--- config.mk ---
export PLATFORM = sky130hd
export DESIGN_NAME = frame_pacing_clock_top
export DESIGN_NICKNAME = d
export VERILOG_FILES = /design/src/design/fpc_pkg.sv /design/src/design/fpc_serial_unit.sv /design/src/design/frame_pacing_clock_top.sv
export SDC_FILE = /design/constraint.sdc
export NUM_CORES = 2
export LEC_CHECK = 0
export ABC_CLOCK_PERIOD_IN_PS = 14200
export CELL_PAD_IN_SITES_DETAIL_PLACEMENT = 0
export CELL_PAD_IN_SITES_GLOBAL_PLACEMENT = 1
export CORE_ASPECT_RATIO = 0.8
export CORE_UTILIZATION = 50
export DETAILED_ROUTE_END_ITERATION = 12
export DONT_BUFFER_PORTS = 1
export HOLD_SLACK_MARGIN = 0.15
export PLACE_DENSITY = 0.85
export SLEW_MARGIN = 30
export SYNTH_ARGS = -nofsm -noshare
export SYNTH_HDL_FRONTEND = slang
export SYNTH_SLANG_ARGS = --single-unit
export TNS_END_PERCENT = 1
--- constraint.sdc ---
create_clock -name clk -period 14.2 [get_ports clk]
set_input_delay 1.42 -clock clk [delete_from_list [all_inputs] [get_ports clk]]
set_output_delay 1.42 -clock clk [all_outputs]
set_load 0.01 [all_outputs]
--- src/design/fpc_pkg.sv ---
// Package with shared types and constants of the frame pacing clock.
`timescale 1ns / 1ps
package fpc_pkg;
  localparam int TIME_BITS_DEF  = 48;
  localparam int COUNT_BITS_DEF = 32;
  localparam int PERIOD_BITS    = 24;
  localparam int FACTOR_BITS    = 16;
  localparam int MODE_BITS      = 3;
  localparam int EPOCH_BITS     = 64;

  localparam logic [PERIOD_BITS-1:0] PERIOD_RESET = 24'd1000000;
  localparam logic [FACTOR_BITS-1:0] FACTOR_RESET = 16'd256;

  typedef enum logic [MODE_BITS-1:0] {
    MODE_NORMAL    = 3'd0,
    MODE_NRT       = 3'd1,
    MODE_LIMITED   = 3'd2,
    MODE_INTEGER   = 3'd3,
    MODE_INT_LIM   = 3'd4,
    MODE_FORCED    = 3'd5,
    MODE_DEGRADE   = 3'd6,
    MODE_SLAVE     = 3'd7
  } mode_t;

  typedef enum logic [1:0] {
    REG_MODE   = 2'd0,
    REG_PERIOD = 2'd1,
    REG_FACTOR = 2'd2
  } reg_idx_t;

  // Sequencer phases.
  typedef enum logic [3:0] {
    ST_IDLE, ST_PREP, ST_DIV1, ST_DIV2, ST_DIV2W, ST_MUL, ST_MULW,
    ST_FIN, ST_ECFG, ST_ECFGW, ST_OUT
  } state_t;

  // Request to the shared bit-serial arithmetic unit.
  typedef struct packed {
    logic start;
    logic is_div;
  } arith_req_t;
endpackage

--- src/design/fpc_serial_unit.sv ---
// Bit-serial unit: restoring divider and shift-add multiplier, one bit a cycle.
`timescale 1ns / 1ps
module fpc_serial_unit #(
  parameter int W = 64
) (
  input  logic                clk,
  input  logic                rst_n,
  input  fpc_pkg::arith_req_t req,
  input  logic [W-1:0]        op_a,
  input  logic [W-1:0]        op_b,
  output logic                busy,
  output logic [W-1:0]        res_q,
  output logic [W-1:0]        res_r,
  output logic                ovf
);
  localparam int CW = $clog2(W + 1);

  logic [W-1:0]  a_r, a_nxt, b_r, b_nxt, acc_r, acc_nxt;
  logic [CW-1:0] cnt_r, cnt_nxt;
  logic          div_r, div_nxt, busy_r, busy_nxt, ovf_r, ovf_nxt;
  logic [W:0]    trial;
  logic [W:0]    msum;

  assign busy  = busy_r;
  assign res_q = a_r;
  assign res_r = acc_r;
  assign ovf   = ovf_r;

  // One divide or multiply step per cycle.
  always_comb begin
    a_nxt    = a_r;
    b_nxt    = b_r;
    acc_nxt  = acc_r;
    cnt_nxt  = cnt_r;
    div_nxt  = div_r;
    busy_nxt = busy_r;
    ovf_nxt  = ovf_r;
    trial    = {acc_r, a_r[W-1]} - {1'b0, b_r};
    msum     = {1'b0, acc_r} + {1'b0, b_r};
    if (req.start) begin
      a_nxt    = op_a;
      b_nxt    = op_b;
      acc_nxt  = '0;
      cnt_nxt  = CW'(W);
      div_nxt  = req.is_div;
      busy_nxt = 1'b1;
      ovf_nxt  = 1'b0;
    end else if (busy_r) begin
      if (div_r) begin
        if (!trial[W]) begin
          acc_nxt = trial[W-1:0];
          a_nxt   = {a_r[W-2:0], 1'b1};
        end else begin
          acc_nxt = {acc_r[W-2:0], a_r[W-1]};
          a_nxt   = {a_r[W-2:0], 1'b0};
        end
      end else begin
        // Multiplier bits scanned from the top; overflow flags any carry out.
        if (acc_r[W-1]) ovf_nxt = 1'b1;
        acc_nxt = {acc_r[W-2:0], 1'b0};
        if (a_r[W-1]) begin
          msum = {acc_r, 1'b0} + {1'b0, b_r};
          if (msum[W]) ovf_nxt = 1'b1;
          acc_nxt = msum[W-1:0];
        end
        a_nxt = {a_r[W-2:0], 1'b0};
      end
      cnt_nxt = cnt_r - 1'b1;
      if (cnt_r == CW'(1)) busy_nxt = 1'b0;
    end
  end

  always_ff @(posedge clk) begin
    if (!rst_n) begin
      busy_r <= 1'b0;
      cnt_r  <= '0;
    end else begin
      busy_r <= busy_nxt;
      cnt_r  <= cnt_nxt;
    end
    a_r   <= a_nxt;
    b_r   <= b_nxt;
    acc_r <= acc_nxt;
    div_r <= div_nxt;
    ovf_r <= ovf_nxt;
  end
endmodule

--- src/design/frame_pacing_clock_top.sv ---
// Top level of the frame pacing clock: config port, sequencer and state.
// Path from accept to out_tvalid: normal, limited, slave and integer without arithmetic go
// straight to the result; non-real-time, forced and degrade use one 64-step multiply; integer
// modes use a 64-step divide, then a second divide or a multiply.
// Throughput: one tick at a time; the next request is taken the cycle after the result leaves.
// A mode or period write in an epoch mode blocks requests until the epoch multiply ends; reset
// (synchronous, active low) clears the frame time, delta, epoch and count and loads register defaults.
`timescale 1ns / 1ps
module frame_pacing_clock_top #(
  parameter int TIME_BITS  = fpc_pkg::TIME_BITS_DEF,
  parameter int COUNT_BITS = fpc_pkg::COUNT_BITS_DEF
) (
  input  logic         clk,
  input  logic         rst_n,
  input  logic         in_tvalid,
  output logic         in_tready,
  // now_time
  input  logic [(TIME_BITS+7)/8*8-1:0] in_tdata,
  output logic         out_tvalid,
  input  logic         out_tready,
  // frame_delta, frame_time, frame_number, resume time; lowest bits first
  output logic [(3*TIME_BITS+COUNT_BITS+7)/8*8-1:0] out_tdata,
  input  logic         cfg_psel,
  input  logic         cfg_penable,
  input  logic         cfg_pwrite,
  input  logic [3:0]   cfg_paddr,
  input  logic [31:0]  cfg_pwdata,
  output logic [31:0]  cfg_prdata,
  output logic         cfg_pready
);
  localparam int W = fpc_pkg::EPOCH_BITS;
  localparam int OUT_W = (3*TIME_BITS+COUNT_BITS+7)/8*8;
  localparam logic [W-1:0] TMAX = W'({TIME_BITS{1'b1}});

  fpc_pkg::state_t st_r, st_nxt;
  fpc_pkg::mode_t  mode_r;
  logic [fpc_pkg::PERIOD_BITS-1:0] period_r;
  logic [fpc_pkg::FACTOR_BITS-1:0] factor_r;
  logic [TIME_BITS-1:0]  actual_r, reported_r, delta_r, now_r, old_r, wait_r;
  logic [W-1:0]          epoch_r, tmp_r;
  logic [COUNT_BITS-1:0] count_r;
  logic                  ecfg_r;
  fpc_pkg::arith_req_t   req;
  logic [W-1:0]          op_a, op_b, res_q, res_r;
  logic                  busy, ovf;
  logic                  wr;
  logic [1:0]            widx;
  logic [W-1:0]          now_w, old_w, dt_w, per_w, cnt_w, act_w, rep_w;
  logic [W-1:0]          target, ep_sum, sat_t;
  logic [W:0]            s1;

  assign cfg_pready = 1'b1;
  assign wr   = cfg_psel && cfg_penable && cfg_pwrite;
  assign widx = cfg_paddr[3:2];

  // Register read-back.
  always_comb begin
    case (widx)
      fpc_pkg::REG_MODE:   cfg_prdata = {29'd0, mode_r};
      fpc_pkg::REG_PERIOD: cfg_prdata = {8'd0, period_r};
      fpc_pkg::REG_FACTOR: cfg_prdata = {16'd0, factor_r};
      default:             cfg_prdata = '0;
    endcase
  end

  assign now_w = W'(now_r);
  assign old_w = W'(old_r);
  assign dt_w  = now_w - old_w;
  assign per_w = W'(period_r);
  assign cnt_w = W'(count_r);
  assign act_w = W'(actual_r);
  assign rep_w = W'(reported_r);

  fpc_serial_unit #(.W(W)) u_ser (
    .clk, .rst_n, .req, .op_a, .op_b, .busy, .res_q, .res_r, .ovf
  );

  assign in_tready  = (st_r == fpc_pkg::ST_IDLE) && !wr;
  assign out_tvalid = (st_r == fpc_pkg::ST_OUT);
  assign out_tdata  = OUT_W'({wait_r, count_r, reported_r, delta_r});

  // Next state.
  always_comb begin
    st_nxt = st_r;
    case (st_r)
      fpc_pkg::ST_IDLE: begin
        if (wr && (widx == fpc_pkg::REG_MODE || widx == fpc_pkg::REG_PERIOD))
          st_nxt = fpc_pkg::ST_ECFG;
        else if (in_tvalid && in_tready) st_nxt = fpc_pkg::ST_PREP;
      end
      fpc_pkg::ST_PREP: begin
        case (mode_r)
          fpc_pkg::MODE_NRT, fpc_pkg::MODE_FORCED: st_nxt = fpc_pkg::ST_MUL;
          fpc_pkg::MODE_DEGRADE:                   st_nxt = fpc_pkg::ST_MUL;
          fpc_pkg::MODE_INTEGER, fpc_pkg::MODE_INT_LIM: begin
            if (per_w == '0 || (dt_w < per_w && (mode_r == fpc_pkg::MODE_INT_LIM
                || dt_w == '0))) st_nxt = fpc_pkg::ST_FIN;
            else st_nxt = fpc_pkg::ST_DIV1;
          end
          default: st_nxt = fpc_pkg::ST_FIN;
        endcase
      end
      fpc_pkg::ST_DIV1:  st_nxt = fpc_pkg::ST_DIV2;
      fpc_pkg::ST_DIV2:  if (!busy) st_nxt = (dt_w < per_w) ? fpc_pkg::ST_DIV2W
                                                             : fpc_pkg::ST_MUL;
      fpc_pkg::ST_DIV2W: if (!busy) st_nxt = fpc_pkg::ST_FIN;
      fpc_pkg::ST_MUL:   st_nxt = fpc_pkg::ST_MULW;
      fpc_pkg::ST_MULW:  if (!busy) st_nxt = fpc_pkg::ST_FIN;
      fpc_pkg::ST_FIN:   st_nxt = fpc_pkg::ST_OUT;
      fpc_pkg::ST_ECFG:  st_nxt = ecfg_r ? fpc_pkg::ST_ECFGW : fpc_pkg::ST_IDLE;
      fpc_pkg::ST_ECFGW: if (!busy) st_nxt = fpc_pkg::ST_IDLE;
      fpc_pkg::ST_OUT:   if (out_tready) st_nxt = fpc_pkg::ST_IDLE;
      default:           st_nxt = fpc_pkg::ST_IDLE;
    endcase
  end

  // Requests to the serial unit.
  always_comb begin
    req  = '0;
    op_a = '0;
    op_b = '0;
    case (st_r)
      fpc_pkg::ST_DIV1: begin
        req = '{start: 1'b1, is_div: 1'b1};
        op_a = (dt_w < per_w) ? per_w : dt_w;
        op_b = (dt_w < per_w) ? dt_w : per_w;
      end
      fpc_pkg::ST_DIV2: if (!busy && dt_w < per_w) begin
        req = '{start: 1'b1, is_div: 1'b1};
        op_a = per_w;
        op_b = res_q;
      end
      fpc_pkg::ST_MUL: begin
        req = '{start: 1'b1, is_div: 1'b0};
        if (mode_r == fpc_pkg::MODE_DEGRADE) begin
          op_a = dt_w; op_b = W'(factor_r);
        end else if (mode_r == fpc_pkg::MODE_NRT || mode_r == fpc_pkg::MODE_FORCED) begin
          op_a = cnt_w; op_b = per_w;
        end else begin
          op_a = tmp_r; op_b = per_w;
        end
      end
      fpc_pkg::ST_ECFG: begin
        req = '{start: ecfg_r, is_div: 1'b0};
        op_a = cnt_w; op_b = per_w;
      end
      default: ;
    endcase
  end

  // Final result arithmetic.
  always_comb begin
    target = '0;
    if (mode_r == fpc_pkg::MODE_INT_LIM && dt_w < per_w) target = per_w;
    else if (per_w == '0 || dt_w == '0) target = '0;
    else if (dt_w < per_w) target = res_q;
    else target = (ovf || res_r > TMAX) ? TMAX : res_r;
    ep_sum = epoch_r + res_r;
    sat_t  = ep_sum[W-1] ? '0 : ((ep_sum > TMAX) ? TMAX : ep_sum);
    s1     = {1'b0, old_w} + {1'b0, per_w};
  end

  function automatic logic [W-1:0] satadd(input logic [W-1:0] a, input logic [W-1:0] b);
    logic [W:0] s;
    s = {1'b0, a} + {1'b0, b};
    return (s > {1'b0, TMAX}) ? TMAX : s[W-1:0];
  endfunction

  function automatic logic [W-1:0] maxw(input logic [W-1:0] a, input logic [W-1:0] b);
    return (a > b) ? a : b;
  endfunction

  always_ff @(posedge clk) begin
    logic [W-1:0] d, w, a2;
    if (!rst_n) begin
      st_r       <= fpc_pkg::ST_IDLE;
      mode_r     <= fpc_pkg::MODE_NORMAL;
      period_r   <= fpc_pkg::PERIOD_RESET;
      factor_r   <= fpc_pkg::FACTOR_RESET;
      actual_r   <= '0;
      reported_r <= '0;
      epoch_r    <= '0;
      count_r    <= '0;
      delta_r    <= '0;
      ecfg_r     <= 1'b0;
    end else begin
      st_r <= st_nxt;
      if (st_r == fpc_pkg::ST_IDLE && wr) begin
        case (widx)
          fpc_pkg::REG_MODE: begin
            mode_r <= fpc_pkg::mode_t'(cfg_pwdata[2:0]);
            ecfg_r <= cfg_pwdata[2:0] == fpc_pkg::MODE_NRT ||
                      cfg_pwdata[2:0] == fpc_pkg::MODE_FORCED;
          end
          fpc_pkg::REG_PERIOD: begin
            period_r <= cfg_pwdata[23:0];
            ecfg_r <= mode_r == fpc_pkg::MODE_NRT || mode_r == fpc_pkg::MODE_FORCED;
          end
          fpc_pkg::REG_FACTOR: factor_r <= cfg_pwdata[15:0];
          default: ;
        endcase
      end else if (in_tvalid && in_tready) begin
        now_r <= in_tdata[TIME_BITS-1:0];
        old_r <= (actual_r < in_tdata[TIME_BITS-1:0]) ? actual_r : in_tdata[TIME_BITS-1:0];
        if (mode_r != fpc_pkg::MODE_SLAVE) count_r <= count_r + 1'b1;
      end
      if (st_r == fpc_pkg::ST_ECFGW && !busy) begin
        epoch_r <= rep_w - res_r;
        delta_r <= TIME_BITS'(period_r);
      end
      if (st_r == fpc_pkg::ST_DIV2 && !busy && !(dt_w < per_w))
        tmp_r <= res_q + ((res_r != '0) ? W'(1) : W'(0));
      if (st_r == fpc_pkg::ST_FIN) begin
        if (mode_r == fpc_pkg::MODE_SLAVE) begin
          wait_r <= now_r;
        end else begin
          a2 = now_w;
          case (mode_r)
            fpc_pkg::MODE_NORMAL: begin
              delta_r <= TIME_BITS'(dt_w); reported_r <= now_r;
            end
            fpc_pkg::MODE_NRT: reported_r <= TIME_BITS'(sat_t);
            fpc_pkg::MODE_LIMITED: begin
              w  = (s1 > {1'b0, TMAX}) ? TMAX : s1[W-1:0];
              a2 = maxw(now_w, w);
              delta_r <= TIME_BITS'(a2 - old_w);
              reported_r <= TIME_BITS'(a2);
            end
            fpc_pkg::MODE_INTEGER, fpc_pkg::MODE_INT_LIM: begin
              w  = satadd(old_w, target);
              a2 = maxw(now_w, w);
              delta_r <= TIME_BITS'(target);
              reported_r <= TIME_BITS'(w);
            end
            fpc_pkg::MODE_FORCED: begin
              w  = (s1 > {1'b0, TMAX}) ? TMAX : s1[W-1:0];
              a2 = maxw(now_w, w);
              reported_r <= TIME_BITS'(sat_t);
            end
            default: begin
              d = (ovf || res_r[W-1:8] > TMAX) ? TMAX : {8'd0, res_r[W-1:8]};
              delta_r <= TIME_BITS'(d);
              if (factor_r < 16'd256) begin
                reported_r <= TIME_BITS'(satadd(rep_w, d));
              end else begin
                w  = satadd(old_w, d);
                a2 = maxw(now_w, w);
                reported_r <= TIME_BITS'(a2);
              end
            end
          endcase
          actual_r <= TIME_BITS'(a2);
          wait_r   <= TIME_BITS'(a2);
        end
      end
    end
  end
endmodule

==> results_dict.tcl <==
set metrics [dict create \
    drt_first_pass_iters 13 \
    numPlacedInstances 10813 \
    vdd_drop_max_mv 0.1342 \
    start_kind "flop" \
    number_of_antenna_violations_at_the_first_check_in_global_routing 18 \
    grt_setup_unrepaired "false" \
    cts_root_cell "sky130_fd_sc_hd__clkbuf_16" \
    final_antenna_net_count 0 \
    static-leakage-power_nw 31.61 \
    seqCellArea_sq_um 17360 \
    route.final.wire_length_mm 373.2 \
    netlist_top_cells_count "968 x sky130_fd_sc_hd__a21oi_1, 835 x sky130_fd_sc_hd__nor2_1, 751 x sky130_fd_sc_hd__nand2_1" \
    port_buffer_count 0 \
    hold-path-cell-count 2 \
    synthToLayoutAreaGrowth_pct 8.849 \
    reg2regPathDepth 54 \
    postSynthCellCount 9104 \
    floorplan.die.height_um 338.5 \
    cts_tree "built" \
    hold_path_class "reg2reg" \
    synth.yosys.seq_area_share 0.2452 \
    worstSkewPairLatency_ps 770 \
    p_per_area_nw_per_um2 185.5 \
    die_w_um 422.6 \
    grt_max_degree 131 \
    fp.dieArea_sq_um 143000 \
    fraction_of_layout_instances_using_a_drive_strength_above_1 0.08261 \
    floorplan.rows 123 \
    final_nets 9847 \
    ioPinCount 302 \
    synth_flop_cell "sky130_fd_sc_hd__dfxtp_1" \
    worst_ep_arrival_time_ps 14300 \
    yosysMostFrequentCell "sky130_fd_sc_hd__a21oi_1" \
    status "finished clean" \
    routed_wire_length_per_instance_um 33.98 \
    worst_ep_required_time_ps 14700 \
    setup.reg_to_reg.worst_slack_ps 400 \
    syn-mean-instance-area_sq_um 7.772 \
    report.final.hold_viol_count 0 \
    dominant_cell_type_by_area_after_synthesis "sky130_fd_sc_hd__edfxtp_1" \
    yosysTopAreaCellShare 0.1430 \
    drc 0 \
    synth_area_leaders "sky130_fd_sc_hd__edfxtp_1 14%, sky130_fd_sc_hd__ha_1 13%, sky130_fd_sc_hd__dfxtp_1 10%, sky130_fd_sc_hd__a21oi_1 6.8%, sky130_fd_sc_hd__o21ai_0 4.7%" \
    synthesized_area_sq_um 70760 \
    mean_number_of_vias_per_cell 7.121 \
    yosys.cell_types.count 108 \
    htreeDepth 3 \
    cts.hold.buffers_added 0 \
    final_max_slew_viol_count 0 \
    path_max_fanout 10 \
    area_occupied_by_multi_input_gates_sq_um 49880 \
    finalWorstPathRequiredPeriod_ps 13800 \
    overflow 0 \
    fillerInstances 13306 \
    wire_length_of_the_first_global_routing_pass_mm 520.9 \
    skew_ps 35.46 \
    initialDrtViolationCount 12943 \
    path_class "reg2reg" \
    cts_num_sinks 698 \
    initial_core_util 0.5036 \
    min_period_over_period 0.9720 \
    synth-warning-count 0 \
    synth-async-reset-ratio 0 \
    tightestPinTransition_ps 1102 \
    synth-edff-count 337 \
    track_usage 0.4996 \
    timing.setup.tns_ps 0 \
    core_area_sq_um 140500 \
    clk_pin_slew_ps 70 \
    final_cells 10983 \
    slew-limit-headroom 0.2608 \
    synth_register_bits 698 \
    slowest_delay_ps 620 \
    vias 78207 \
    drv.max_cap_violation_count 0 \
    total_of_endpoints_with_negative_setup_slack_in_the_final_report 0 \
    cp_slowest_cell "sky130_fd_sc_hd__o21ai_1" \
    crit_path_capture_type "flop" \
    gp_routability_congestion 1.105 \
    number_of_buffers_created_by_cts 81 \
    detailed_place_hpwl_mm 292.3 \
    grt_pass1_vias 70266 \
    max_freq_mhz 72.45 \
    max-clock-path-buffers 3 \
]
report_power, final:
group	switching, W	total (W)	internal, W
clock	0.00103	0.00233	0.00130
combinational	0.00573	0.00872	0.00299
sequential	0.000648	0.00324	0.00259
per-layer routing:
metal	GRT usage	wire, um
met5	0.002000	279
met4	0.3388	31540
met3	0.1918	55940
met2	0.6750	142400
met1	0.6500	143100
cell families after synthesis:
logic type	share of synthesized area
AOI/OAI and AO/OA	0.3074
and+or+nand+nor	0.1836
buffers and inverters	0.05540
adders and majority gates	0.1303
DFF	0.2452
xor gates and xnor gates	0.05743
muxes	0.02053
other	0.0001061
cells in the final DEF, fill, tap and decap left out, types with 130 or more instances in the layout:
cell and count:
sky130_fd_sc_hd__o21ai_0 651, sky130_fd_sc_hd__a21oi_1 966, sky130_fd_sc_hd__nor3_1 148, sky130_fd_sc_hd__nor2_1 815, sky130_fd_sc_hd__nand4_1 134, sky130_fd_sc_hd__a21o_1 270
sky130_fd_sc_hd__xor2_1 130, sky130_fd_sc_hd__a31oi_1 134, sky130_fd_sc_hd__inv_1 458, sky130_fd_sc_hd__dfxtp_1 356, sky130_fd_sc_hd__nand2_1 749, sky130_fd_sc_hd__nand3_1 195
sky130_fd_sc_hd__edfxtp_1 337, sky130_fd_sc_hd__nand2b_1 158, sky130_fd_sc_hd__xnor2_1 332, sky130_fd_sc_hd__ha_1 721, sky130_fd_sc_hd__buf_4 354
timing repair:
action | 4_1_cts | 5_1_grt
gates resized for setup | 0 | 6
endpoints found under the hold margin | 0 | 0
endpoints found under the setup margin | 0 | 77
setup buffers | 0 | 1
flip-flops by register name, indices dropped and copies added, names as in the netlist, 3 cells and up:
register / flops
period_r: 24
u_ser.res_q: 64
u_ser.cnt_r: 7
delta_r: 48
u_ser.res_r: 64
tmp_r: 64
mode_r: 3
u_ser.b_r: 64
reported_r: 48
wait_r: 48
factor_r: 16
epoch_r: 64
actual_r: 48
st_r: 4
old_r: 48
count_r: 32
now_r: 48
worst max-delay path: cells and delay by family, from the launching register on:
| family | cells | cell delay, ps |
|---|---|---|
| compound gates | 25 | 6440 |
| fa+ha+maj | 5 | 1770 |
| flops | 1 | 490 |
| mux | 1 | 270 |
| buf+inv | 8 | 1430 |
| simple gates | 15 | 3070 |
cell type report:
type                    count  area share
clock buffers             100     0.02872
diodes                     17   0.0005524
flip-flops and latches    698      0.2254
multi-input cells        7414      0.6476
clock inverters            49    0.007424
well taps                1875     0.03046
inverters                 465     0.02279
repair buffers            365     0.03707
worst paths after layout:
path	startpoint	to
setup / recovery	old_r[7]$_DFFE_PP_	wait_r[36]$_DFFE_PP_
hold reg to reg	reported_r[7]$_SDFFE_PN0P_	reported_r[7]$_SDFFE_PN0P_
setup reg to reg	old_r[7]$_DFFE_PP_	wait_r[36]$_DFFE_PP_
hold / removal	reported_r[7]$_SDFFE_PN0P_	reported_r[7]$_SDFFE_PN0P_
through the flow:
step | util | area, sq um | total power, W | hold WS [ps] | setup slack, ps
final | 0.5481 | 77020 | 0.01429 | 460.9 | 398.1
after global routing | 0.5479 | 76980 | 0.01486 | 473.0 | 80.11
after CTS | 0.5471 | 76870 | 0.01384 | 460.7 | 657.6
after detailed placement | 0.5272 | 74080 | 0.01150 | 450.6 | 742.8
after global placement | 0.5270 | 74050 | 0.01141 | 434.2 | 797.1
after floorplan | - | 70780 | 0.008592 | 436.2 | 3003
(Power assumes the default switching activity.)
